--- src/sv/bclp_pkg.sv ---
// ---------------------------------------------------------------------------
// bclp_pkg: shared types and constants for the coordinate list parser
// character codes, result kinds, error codes, phase encoding, result record
// ---------------------------------------------------------------------------
package bclp_pkg;

   // sizing
   localparam int CharWidth   = 8;
   localparam int KindWidth   = 2;
   localparam int IndexWidth  = 3;
   localparam int ValueWidth  = 63;
   localparam int CountWidth  = 4;
   localparam int ErrorWidth  = 3;
   localparam int AddrWidth   = 3;
   localparam int DataWidth   = 32;

   // most coordinates the list can hold
   localparam logic [CountWidth-1:0] MaxDims = 4'd8;
   localparam logic [CountWidth-1:0] MaxCoordsReset = 4'd8;

   // register index of max_coords
   localparam logic RegMaxCoords = 1'b0;

   // characters
   localparam logic [CharWidth-1:0] CharNul   = 8'h00;
   localparam logic [CharWidth-1:0] CharZero  = 8'h30;
   localparam logic [CharWidth-1:0] CharNine  = 8'h39;
   localparam logic [CharWidth-1:0] CharComma = 8'h2C;
   localparam logic [CharWidth-1:0] CharOpen  = 8'h5B;
   localparam logic [CharWidth-1:0] CharClose = 8'h5D;

   // result kinds
   localparam logic [KindWidth-1:0] KindCoord = 2'd0;
   localparam logic [KindWidth-1:0] KindDone  = 2'd1;
   localparam logic [KindWidth-1:0] KindError = 2'd2;

   // error codes
   localparam logic [ErrorWidth-1:0] ErrNone      = 3'd0;
   localparam logic [ErrorWidth-1:0] ErrNoBracket = 3'd1;
   localparam logic [ErrorWidth-1:0] ErrEmpty     = 3'd2;
   localparam logic [ErrorWidth-1:0] ErrTooMany   = 3'd3;
   localparam logic [ErrorWidth-1:0] ErrBadChar   = 3'd4;
   localparam logic [ErrorWidth-1:0] ErrTrailing  = 3'd5;
   localparam logic [ErrorWidth-1:0] ErrEarlyEnd  = 3'd6;
   localparam logic [ErrorWidth-1:0] ErrOverflow  = 3'd7;

   // parser phase
   typedef enum logic [3:0] {
      PH_OPEN    = 4'b0001,
      PH_LIST    = 4'b0010,
      PH_CLOSED  = 4'b0100,
      PH_SWALLOW = 4'b1000
   } phase_type;

   // one result transaction
   typedef struct packed {
      logic [KindWidth-1:0]  kind;
      logic [IndexWidth-1:0] index;
      logic [ValueWidth-1:0] value;
      logic [CountWidth-1:0] count;
      logic [ErrorWidth-1:0] error;
      logic                  last;
   } result_type;

endpackage

--- src/sv/bracket_coord_list_parser_core.sv ---
// ---------------------------------------------------------------------------
// bracket_coord_list_parser_core: streaming parser for "[d,d,...]" strings
// one character per transaction in, coordinate / completion / error out
// ---------------------------------------------------------------------------
//
// channel  | direction | handshake            | payload
// ---------+-----------+----------------------+--------------------------------
// req      | in        | req_valid/req_ready  | req_char_in
// rsp      | out       | rsp_valid/rsp_ready  | kind, index, value, count,
//          |           |                      | error_code, last
// csr      | in        | psel/penable/pwrite  | paddr, pwdata -> max_coords
//
// one character per clock while the result register is not stalled; a character
// waits in the input register and its result, if any, lands in the result register
// longest path is the 67-bit multiply-by-ten-plus-digit add and overflow test
// a stalled result register holds the input register, even for a character
// that makes no result, and req_ready drops only while both are full
// synchronous active-high reset: parser rearmed, max_coords back to 8
//
module bracket_coord_list_parser_core (
   input  logic                                  clock,
   input  logic                                  reset,
   // character input
   input  logic                                  req_valid,
   output logic                                  req_ready,
   input  logic [bclp_pkg::CharWidth-1:0]        req_char_in,
   // result output
   output logic                                  rsp_valid,
   input  logic                                  rsp_ready,
   output logic [bclp_pkg::KindWidth-1:0]        rsp_result_kind,
   output logic [bclp_pkg::IndexWidth-1:0]       rsp_coord_index,
   output logic [bclp_pkg::ValueWidth-1:0]       rsp_coord_value,
   output logic [bclp_pkg::CountWidth-1:0]       rsp_coord_count,
   output logic [bclp_pkg::ErrorWidth-1:0]       rsp_error_code,
   output logic                                  rsp_last,
   // configuration port
   input  logic                                  psel,
   input  logic                                  penable,
   input  logic                                  pwrite,
   input  logic [bclp_pkg::AddrWidth-1:0]        paddr,
   input  logic [bclp_pkg::DataWidth-1:0]        pwdata,
   output logic [bclp_pkg::DataWidth-1:0]        prdata,
   output logic                                  pready
);

   // widened accumulator for the multiply-add
   localparam int WideWidth = bclp_pkg::ValueWidth + 4;

   // ---------------- configuration register ----------------
   logic [bclp_pkg::CountWidth-1:0] max_coords_ff, max_coords_in;
   logic                            csr_write;
   logic                            csr_hit;

   assign pready    = 1'b1;
   assign csr_hit   = (paddr[2] == bclp_pkg::RegMaxCoords);
   assign csr_write = psel && penable && pwrite;

   always_comb begin
      max_coords_in = max_coords_ff;
      if (csr_write && csr_hit) begin
         max_coords_in = pwdata[bclp_pkg::CountWidth-1:0];
      end
   end

   // read back: only the one register decodes, the rest read zero
   always_comb begin
      prdata = '0;
      if (csr_hit) begin
         prdata = {{(bclp_pkg::DataWidth - bclp_pkg::CountWidth){1'b0}}, max_coords_ff};
      end
   end

   // ---------------- input register ----------------
   logic                           s1_valid_ff, s1_valid_in;
   logic [bclp_pkg::CharWidth-1:0] s1_char_ff, s1_char_in;
   logic                           s1_advance;
   logic                           req_accept;

   // result register, declared here for the advance term
   logic                 rsp_valid_ff, rsp_valid_in;
   bclp_pkg::result_type rsp_data_ff, rsp_data_in;

   // the parser stage moves whenever the result register can take a result
   assign s1_advance = s1_valid_ff && (!rsp_valid_ff || rsp_ready);
   assign req_ready  = !s1_valid_ff || s1_advance;
   assign req_accept = req_valid && req_ready;

   always_comb begin
      s1_valid_in = s1_valid_ff;
      s1_char_in  = s1_char_ff;
      if (req_accept) begin
         s1_valid_in = 1'b1;
         s1_char_in  = req_char_in;
      end else if (s1_advance) begin
         s1_valid_in = 1'b0;
      end
   end

   // ---------------- parser state ----------------
   bclp_pkg::phase_type              phase_ff, phase_in;
   logic [bclp_pkg::ValueWidth-1:0]  acc_ff, acc_in;
   logic                             digit_seen_ff, digit_seen_in;
   logic [bclp_pkg::CountWidth-1:0]  coords_done_ff, coords_done_in;

   logic [bclp_pkg::CharWidth-1:0]   char_cur;
   logic [3:0]                       digit_full;
   logic [WideWidth-1:0]             acc_wide;
   logic [WideWidth-1:0]             acc_scaled;
   logic                             acc_overflow;
   logic [bclp_pkg::CountWidth-1:0]  limit;
   logic                             emit;
   bclp_pkg::result_type             result;

   assign char_cur   = s1_char_ff;
   // '0'..'9' sit at 0x30..0x39, so the low nibble is the digit value
   assign digit_full = char_cur[3:0];
   assign acc_wide   = {4'b0, acc_ff};

   // acc * 10 + digit as two shifted copies plus the digit
   assign acc_scaled = (acc_wide << 3) + (acc_wide << 1)
                     + {{(WideWidth - 4){1'b0}}, digit_full};

   // any bit at or above 2^63 means the value no longer fits
   assign acc_overflow = (acc_scaled[WideWidth-1:bclp_pkg::ValueWidth] != '0);

   // limit in use is min(max_coords, MaxDims)
   assign limit = (max_coords_ff < bclp_pkg::MaxDims) ? max_coords_ff : bclp_pkg::MaxDims;

   always_comb begin
      phase_in       = phase_ff;
      acc_in         = acc_ff;
      digit_seen_in  = digit_seen_ff;
      coords_done_in = coords_done_ff;
      emit           = 1'b0;
      result         = '0;

      if (char_cur == bclp_pkg::CharNul) begin
         // end of string: rearm, report according to where we were
         phase_in       = bclp_pkg::PH_OPEN;
         acc_in         = '0;
         digit_seen_in  = 1'b0;
         coords_done_in = '0;
         case (phase_ff)
            bclp_pkg::PH_OPEN: begin
               emit         = 1'b1;
               result.kind  = bclp_pkg::KindError;
               result.error = bclp_pkg::ErrNoBracket;
               result.last  = 1'b1;
            end
            bclp_pkg::PH_LIST: begin
               emit         = 1'b1;
               result.kind  = bclp_pkg::KindError;
               result.error = bclp_pkg::ErrEarlyEnd;
               result.last  = 1'b1;
            end
            bclp_pkg::PH_CLOSED: begin
               emit         = 1'b1;
               result.kind  = bclp_pkg::KindDone;
               result.count = coords_done_ff;
               result.last  = 1'b1;
            end
            default: begin
               // swallowing: rearm silently
               emit = 1'b0;
            end
         endcase
      end else begin
         case (phase_ff)
            bclp_pkg::PH_OPEN: begin
               if (char_cur == bclp_pkg::CharOpen) begin
                  phase_in = bclp_pkg::PH_LIST;
               end else begin
                  phase_in     = bclp_pkg::PH_SWALLOW;
                  emit         = 1'b1;
                  result.kind  = bclp_pkg::KindError;
                  result.error = bclp_pkg::ErrNoBracket;
                  result.last  = 1'b1;
               end
            end
            bclp_pkg::PH_LIST: begin
               if (char_cur inside {[bclp_pkg::CharZero:bclp_pkg::CharNine]}) begin
                  if (acc_overflow) begin
                     phase_in     = bclp_pkg::PH_SWALLOW;
                     emit         = 1'b1;
                     result.kind  = bclp_pkg::KindError;
                     result.error = bclp_pkg::ErrOverflow;
                     result.last  = 1'b1;
                  end else begin
                     acc_in        = acc_scaled[bclp_pkg::ValueWidth-1:0];
                     digit_seen_in = 1'b1;
                  end
               end else if (char_cur inside {bclp_pkg::CharComma, bclp_pkg::CharClose}) begin
                  // empty field is checked before the limit
                  if (!digit_seen_ff) begin
                     phase_in     = bclp_pkg::PH_SWALLOW;
                     emit         = 1'b1;
                     result.kind  = bclp_pkg::KindError;
                     result.error = bclp_pkg::ErrEmpty;
                     result.last  = 1'b1;
                  end else if (coords_done_ff >= limit) begin
                     phase_in     = bclp_pkg::PH_SWALLOW;
                     emit         = 1'b1;
                     result.kind  = bclp_pkg::KindError;
                     result.error = bclp_pkg::ErrTooMany;
                     result.last  = 1'b1;
                  end else begin
                     emit           = 1'b1;
                     result.kind    = bclp_pkg::KindCoord;
                     result.index   = coords_done_ff[bclp_pkg::IndexWidth-1:0];
                     result.value   = acc_ff;
                     coords_done_in = coords_done_ff + 4'd1;
                     acc_in         = '0;
                     digit_seen_in  = 1'b0;
                     if (char_cur == bclp_pkg::CharClose) begin
                        phase_in = bclp_pkg::PH_CLOSED;
                     end
                  end
               end else begin
                  phase_in     = bclp_pkg::PH_SWALLOW;
                  emit         = 1'b1;
                  result.kind  = bclp_pkg::KindError;
                  result.error = bclp_pkg::ErrBadChar;
                  result.last  = 1'b1;
               end
            end
            bclp_pkg::PH_CLOSED: begin
               phase_in     = bclp_pkg::PH_SWALLOW;
               emit         = 1'b1;
               result.kind  = bclp_pkg::KindError;
               result.error = bclp_pkg::ErrTrailing;
               result.last  = 1'b1;
            end
            default: begin
               // swallowing until the next nul
               emit = 1'b0;
            end
         endcase
      end
   end

   // ---------------- result register ----------------
   always_comb begin
      rsp_valid_in = rsp_valid_ff && !rsp_ready;
      rsp_data_in  = rsp_data_ff;
      if (s1_advance) begin
         rsp_valid_in = emit;
         if (emit) begin
            rsp_data_in = result;
         end
      end
   end

   assign rsp_valid       = rsp_valid_ff;
   assign rsp_result_kind = rsp_data_ff.kind;
   assign rsp_coord_index = rsp_data_ff.index;
   assign rsp_coord_value = rsp_data_ff.value;
   assign rsp_coord_count = rsp_data_ff.count;
   assign rsp_error_code  = rsp_data_ff.error;
   assign rsp_last        = rsp_data_ff.last;

   // ---------------- registers ----------------
   always_ff @(posedge clock) begin
      if (reset) begin
         max_coords_ff  <= bclp_pkg::MaxCoordsReset;
         s1_valid_ff    <= 1'b0;
         rsp_valid_ff   <= 1'b0;
         phase_ff       <= bclp_pkg::PH_OPEN;
         acc_ff         <= '0;
         digit_seen_ff  <= 1'b0;
         coords_done_ff <= '0;
      end else begin
         max_coords_ff <= max_coords_in;
         s1_valid_ff   <= s1_valid_in;
         rsp_valid_ff  <= rsp_valid_in;
         if (s1_advance) begin
            phase_ff       <= phase_in;
            acc_ff         <= acc_in;
            digit_seen_ff  <= digit_seen_in;
            coords_done_ff <= coords_done_in;
         end
      end
   end

   // payload, no reset needed
   always_ff @(posedge clock) begin
      s1_char_ff  <= s1_char_in;
      rsp_data_ff <= rsp_data_in;
   end

   // ---------------- assertions ----------------

   // the coordinate count never passes the list size
   a_count_bound: assert property (@(posedge clock) disable iff (reset)
      coords_done_ff <= bclp_pkg::MaxDims)
      else $error("coordinate count beyond list size");

   // no digit seen means the accumulator is still clear
   a_acc_clear: assert property (@(posedge clock) disable iff (reset)
      !digit_seen_ff |-> (acc_ff == '0))
      else $error("accumulator holds value without a digit");

   // a nul always rearms the parser
   a_nul_rearm: assert property (@(posedge clock) disable iff (reset)
      (s1_advance && (char_cur == bclp_pkg::CharNul))
      |=> (phase_ff == bclp_pkg::PH_OPEN) && (coords_done_ff == '0) && !digit_seen_ff)
      else $error("nul did not rearm the parser");

   // coordinate results never end a string and carry no error code
   a_coord_shape: assert property (@(posedge clock) disable iff (reset)
      (rsp_valid_ff && (rsp_data_ff.kind == bclp_pkg::KindCoord))
      |-> (!rsp_data_ff.last && (rsp_data_ff.error == bclp_pkg::ErrNone)))
      else $error("coordinate result marked last or with error");

endmodule
--- config.mk ---
export PLATFORM = sky130hd
export DESIGN_NAME = bracket_coord_list_parser_core
export DESIGN_NICKNAME = d
export VERILOG_FILES = /design/src/sv/bclp_pkg.sv /design/src/sv/bracket_coord_list_parser_core.sv
export SDC_FILE = /design/constraint.sdc
export NUM_CORES = 1
export LEC_CHECK = 0
export BUFFER_PORTS_ARGS = -buffer_cell sky130_fd_sc_hd__buf_2
export CAP_MARGIN = 25
export CELL_PAD_IN_SITES_DETAIL_PLACEMENT = 0
export CELL_PAD_IN_SITES_GLOBAL_PLACEMENT = 1
export CORE_UTILIZATION = 30
export DETAILED_ROUTE_END_ITERATION = 16
export GPL_ROUTABILITY_DRIVEN = 0
export GPL_TIMING_DRIVEN = 0
export HOLD_SLACK_MARGIN = 0.1
export PLACE_DENSITY_LB_ADDON = 0.08
export SYNTH_ARGS = -nofsm -noshare
export SYNTH_HDL_FRONTEND = slang
export SYNTH_SLANG_ARGS = --single-unit
--- constraint.sdc ---
create_clock -name clock -period 9 [get_ports clock]
set_input_delay 0.9 -clock clock [delete_from_list [all_inputs] [get_ports clock]]
set_output_delay 0.9 -clock clock [all_outputs]
set_load 0.02 [all_outputs]
Word level (Yosys, flattened, before mapping)
Cells that the tools add are included.

storage, ports and cells
  register bits after elaboration = 162
  output and inout bits = 111
  word-level logic and storage cells = 126
  bits of input ports = 50

operators by class
  add/sub/neg operators = 3
  mux-type cells = 58
  bitwise operators = 4
  eq/ne operators = 12
  magnitude comparators = 4
  reduce and logical (&&, ||, !) cells = 31

operator list
  operator              number
  $mux W63              7
  $mux W4               20
  $add A66 B64 Y67      1
  $add A67 B4 Y67       1
  $pmux W4 S3           2
  $eq A8 B7 Y1 const B  2
  $mux W2               8
  $mux W1               15
  $reduce_and A6 Y1     2
  $reduce_bool A2 Y1    5
  $eq A8 B6 Y1 const B  1
  $ge A8 B6 Y1 const B  1
  $le A8 B6 Y1 const B  1
  $logic_not A8 Y1      1
  $reduce_and A4 Y1     2
  $reduce_bool A4 Y1    2
  $logic_and A1 B1 Y1   7
  $ne A7 B7 Y1 const B  1
  $mux W3               2
  $ne A3 B3 Y1 const B  2
  $pmux W2 S3           1
  $pmux W3 S2           1
  $reduce_bool A3 Y1    2
  $reduce_or A6 Y1      1
  16 further kinds      24

Longest topological paths before layout
  word-level depth = 9
  mapped depth = 16
  depth with buffers taken out = 14

Worst setup path before layout
Ideal clock, no wire load.

  path type = flip-flop to flip-flop
  start = reg s1_char_ff (netlist bit char_cur[3])
  end = reg rsp_data_ff (netlist bit rsp_coord_count[0]), enable pin
  slack = -0.495 ns
  library setup time = 0.647 ns
  cell stages (with the launch flop) = 15
  data required time = 8.353 ns
  clock period less this slack = 9.495 ns
  arrival time = 8.847 ns
  path buffers = 0
  path through = edfxtp_1 -> inv_1 -> fa_1 -> inv_1 -> fa_1 -> a21oi_1 -> o211ai_1 -> a21oi_1 -> a21oi_1 -> o21ai_1 -> or4_4 -> a32oi_4 -> nand4_2 -> nand2_1 -> a311oi_1

between the ends
  cells in the longest elaborated chain, start to end = 7
  elaborated cells between the ends (all ways) = 13
  classes of those cells = 1 x add/sub; 2 x order compare; 1 x eq/ne; 5 x mux; 4 x reduce/logical

ends and longest elaborated chain
  what                           line                                   text
  start, declared                bracket_coord_list_parser_core.sv:75   logic [bclp_pkg::CharWidth-1:0] s1_char_ff, s1_char_in;
  start signal, assigned         bracket_coord_list_parser_core.sv:286  s1_char_ff <= s1_char_in;
  $add A67 B4 Y67                bracket_coord_list_parser_core.sv:121  + {{(WideWidth - 4){1'b0}}, digit_full};
  $reduce_bool A4 Y1             bracket_coord_list_parser_core.sv:124  assign acc_overflow = (acc_scaled[WideWidth-1:bclp_pkg::ValueWidth] != '0);
  $mux W1                        bracket_coord_list_parser_core.sv:182  if (acc_overflow) begin
  $mux W1                        bracket_coord_list_parser_core.sv:181  if (char_cur inside {[bclp_pkg::CharZero:bclp_pkg::CharNine]}) begin
  $pmux W1 S3                    bracket_coord_list_parser_core.sv:168  case (phase_ff)
  $mux W1 *                      bracket_coord_list_parser_core.sv:137  if (char_cur == bclp_pkg::CharNul) begin
  $reduce_and A2 Y1 (no line) *  n/a
  end signal, assigned           bracket_coord_list_parser_core.sv:287  rsp_data_ff <= rsp_data_in;
  end, declared                  bracket_coord_list_parser_core.sv:81   bclp_pkg::result_type rsp_data_ff, rsp_data_in;

Every way passes the cells marked *; elsewhere a longest branch is shown, timed or not.
A chain may end at the register's enable or synchronous reset.

Worst setup path in the final report
  start = reg s1_char_ff (netlist bit char_cur[3])
  end = reg rsp_data_ff (netlist bit rsp_coord_value[40]), enable pin

Same word-level chain as after synthesis.

==> flow_summary.toml <==
[die]
boundaryPins = 161
die_height_microns = 195.9
die_area_sq_um = 38360
core-area_sq_um = 36790
die_w_microns = 195.9
rows = 70
initial_utilization_pct = 30.65

[clock_network]
clk_pin_slew_ns = 0.07
cts_sinks = 162
postCtsResizedCells = 0
clk_latency_ns = 0.45
h-tree-depth = 4
clockRootBuffer = "clkbuf_16"
tritoncts = "built"
postCtsSetupBuffers = 0
cts-hold-fix-buffers = 0
cts_buffers = 17
clock_path_buffers = 2

[global_route]
grt_pass1_vias = 9394
grtUsageMet2_pct = 29.08
use_met1_pct = 25.78
grt_use_total_pct = 18.31
globalRouteMet3Util_pct = 2.286
grt_max_degree = 19
grt.busiest_layer = "met2"
antenna_found_initial = 0
grt_pass1_wl_microns = 54110
grt-ovfl-total = 0

[synthesis]
syn_area_per_cell_sq_um = 9.309
async_flop_share_pct = 0
synth_compound_area_share_pct = 20.33
synth-simple-area-share_pct = 17.72
yosysSeqAreaShare_pct = 36.23
muxShareOfSynthArea_pct = 0.5327
synth.distinct_cells = 70
syn-cell-area_sq_um = 11270
synthAdderAreaFrac_pct = 14.78
synth_edf_count = 84
synth_ff_type = "edfxtp_1"
ys_ff_latch = 162
yosys_warnings = 0
synth_top_family_by_area = "compound AO/OA/AOI/OAI gates"
synthCells = 1211
synth_xor_area_share_pct = 4.817

[cells_and_area]
num_antenna_cells = 0
layout_common_cells = "130 x ha_1, 124 x a21oi_1, 118 x buf_2, 84 x o21ai_0, 84 x edfxtp_1"
drive_above_1_share_pct = 14.68
area_delta_synth_final_pct = 16.39
layout_commonest_cell = "ha_1"
fin_nets = 1545
stdcell_count = 1844

[critical_path]
crit_type = "flop to flop"
cp.arrival_ns = 5.59
critPathSlowestCell = "a311oi_4"
cp_max_fo = 18
crit_chain = "inv_1, fa_1, inv_1, fa_1, a21oi_1, o211ai_1, a21oi_1, a21oi_1, o21ai_1, or4_4, a32oi_4, nand4_2, nand2_1, a311oi_4, buf_8, buf_8, buf_8"
ff2ff_setup_slack_ns = 3.57
max_stage_delay_ns = 0.57
cp-end-kind = "flop"
crit_path_start_kind = "flop"
worst_ep_required_time_ns = 9.15

[route]
avgViaCountPerCell = 5.104
wl_per_cell_microns = 18.55
drtIter0Drc = 517
ant_nets = 0
detailroute.via_count = 9412
drt_wl_total_microns = 34210
first_pass_iters = 4
drcViolationCount = 0

[timing]
fin_crit_sh_pct = 60.39
max_freq_ghz = 0.1840
tightestPinTransition_ns = 0.9336
period_needed_ns = 5.435
rsz0062_at_grt = "false"
setup_viol = 0
finalMaxSlewViolations = 0
hold_viol_final = 0
fin_ws_ns = 3.565
whs_ns = 0.4986
max-slew-margin-rel_pct = 37.23
skew_ns = 0.01316

[placement]
place_hpwl_microns = 26930
pre_cts_slack_ns = 3.498
placed_cells = 1812
port_buffers = 100

[power]
ir_worst_vdd_v = 0.0001256
leakagePower_nw = 5.631
power_density_nw_per_um2 = 125.7

[min_path]
worstHoldPathType = "flop to flop"

[job]
cap_violations = 0

[outcome]
status = "completed"
## report_power, final
group	internal [W]	switching, W
clock network	0.000394	0.000314
registers	0.000803	0.00000935
logic	0.0000431	0.0000855
total	0.00124	0.000408
## final timing paths
path,endpoint,depth (start not counted),start
setup reg to reg,rsp_coord_value[40]$_SDFFCE_PP0P_,17,char_cur[3]$_DFFE_PP_
setup / recovery,rsp_coord_value[40]$_SDFFCE_PP0P_,17,char_cur[3]$_DFFE_PP_
hold reg to reg,max_coords_ff[3]$_SDFFE_PP1P_,1,max_coords_ff[3]$_SDFFE_PP1P_
hold / removal,max_coords_ff[3]$_SDFFE_PP1P_,1,max_coords_ff[3]$_SDFFE_PP1P_
## flip-flops by register name, summed over array words and instances (netlist names), 2 cells and up
| register | cells |
|---|---|
| rsp_coord_value | 63 |
| rsp_coord_index | 3 |
| rsp_result_kind | 2 |
| char_cur | 8 |
| max_coords_ff | 4 |
| coords_done_ff | 4 |
| rsp_error_code | 3 |
| rsp_coord_count | 4 |
| acc_ff | 63 |
| phase_ff | 4 |
## through the flow
stage | power (W) | util, % | setup TNS (ns) | area, sq um
final | 0.001649 | 35.67 | 0 | 13120
after global routing | 0.001710 | 35.67 | 0 | 13120
after CTS | 0.001673 | 35.67 | 0 | 13120
after detailed placement | 0.0009593 | 34.17 | 0 | 12570
after global placement | 0.0009561 | 33.89 | -41.17 | 12470
after floorplan | 0.0009129 | - | 0 | 11380
## Yosys cell counts, drive strengths merged (24+ instances only)
cell type	number	share of area, %
a21oi	124	5.5
a22o	28	2.2
and2	72	4.0
buf	54	3.4
clkbuf	41	1.4
dfxtp	78	14
edfxtp	84	22
ha	130	14
nand2	79	2.6
nand3	24	1.1
nand4	54	3.1
nor2	55	1.9
o21ai	91	4.0
xnor2	39	3.0
## critical path: cells and delay by family, from the launching register on
| kind | cells | cell delay [ns] |
|---|---|---|
| AND/OR/NAND/NOR | 3 | 0.59 |
| AO/OA/AOI/OAI | 7 | 2.32 |
| adder cells (fa/ha/maj) | 2 | 0.95 |
| buffers and inverters | 5 | 0.77 |
| flip-flops | 1 | 0.45 |
## per-layer routing
layer  share of wire, %  wire (microns)
met5                  0               0
met1                 51           17410
met3                2.5             845
met2                 45           15430
met4                1.5             528
## area by class of cell
cell class                 instances  area (sq um)
buffer                            95         539.3
clock buffer                      23         467.9
clock inverter                     9         82.58
fill                            3843         23660
inverter                          22         82.58
multi-input combinational        959          6686
sequential                       162          4084
tap                              468         585.6
timing repair buffer             106         593.1
## logic make-up (layout without fill, tap and decap cells)
kind of cell | Yosys count | count (layout)
buffers and inverters | 117 | 255
flip-flops | 162 | 162
other | 2 | 29
multiplexers | 6 | 6
AND/OR/NAND/NOR | 370 | 370
XOR/XNOR | 62 | 62
AO/OA/AOI/OAI | 360 | 360
adder cells (fa/ha/maj) | 132 | 132
Power figures use the tool's default switching activity.
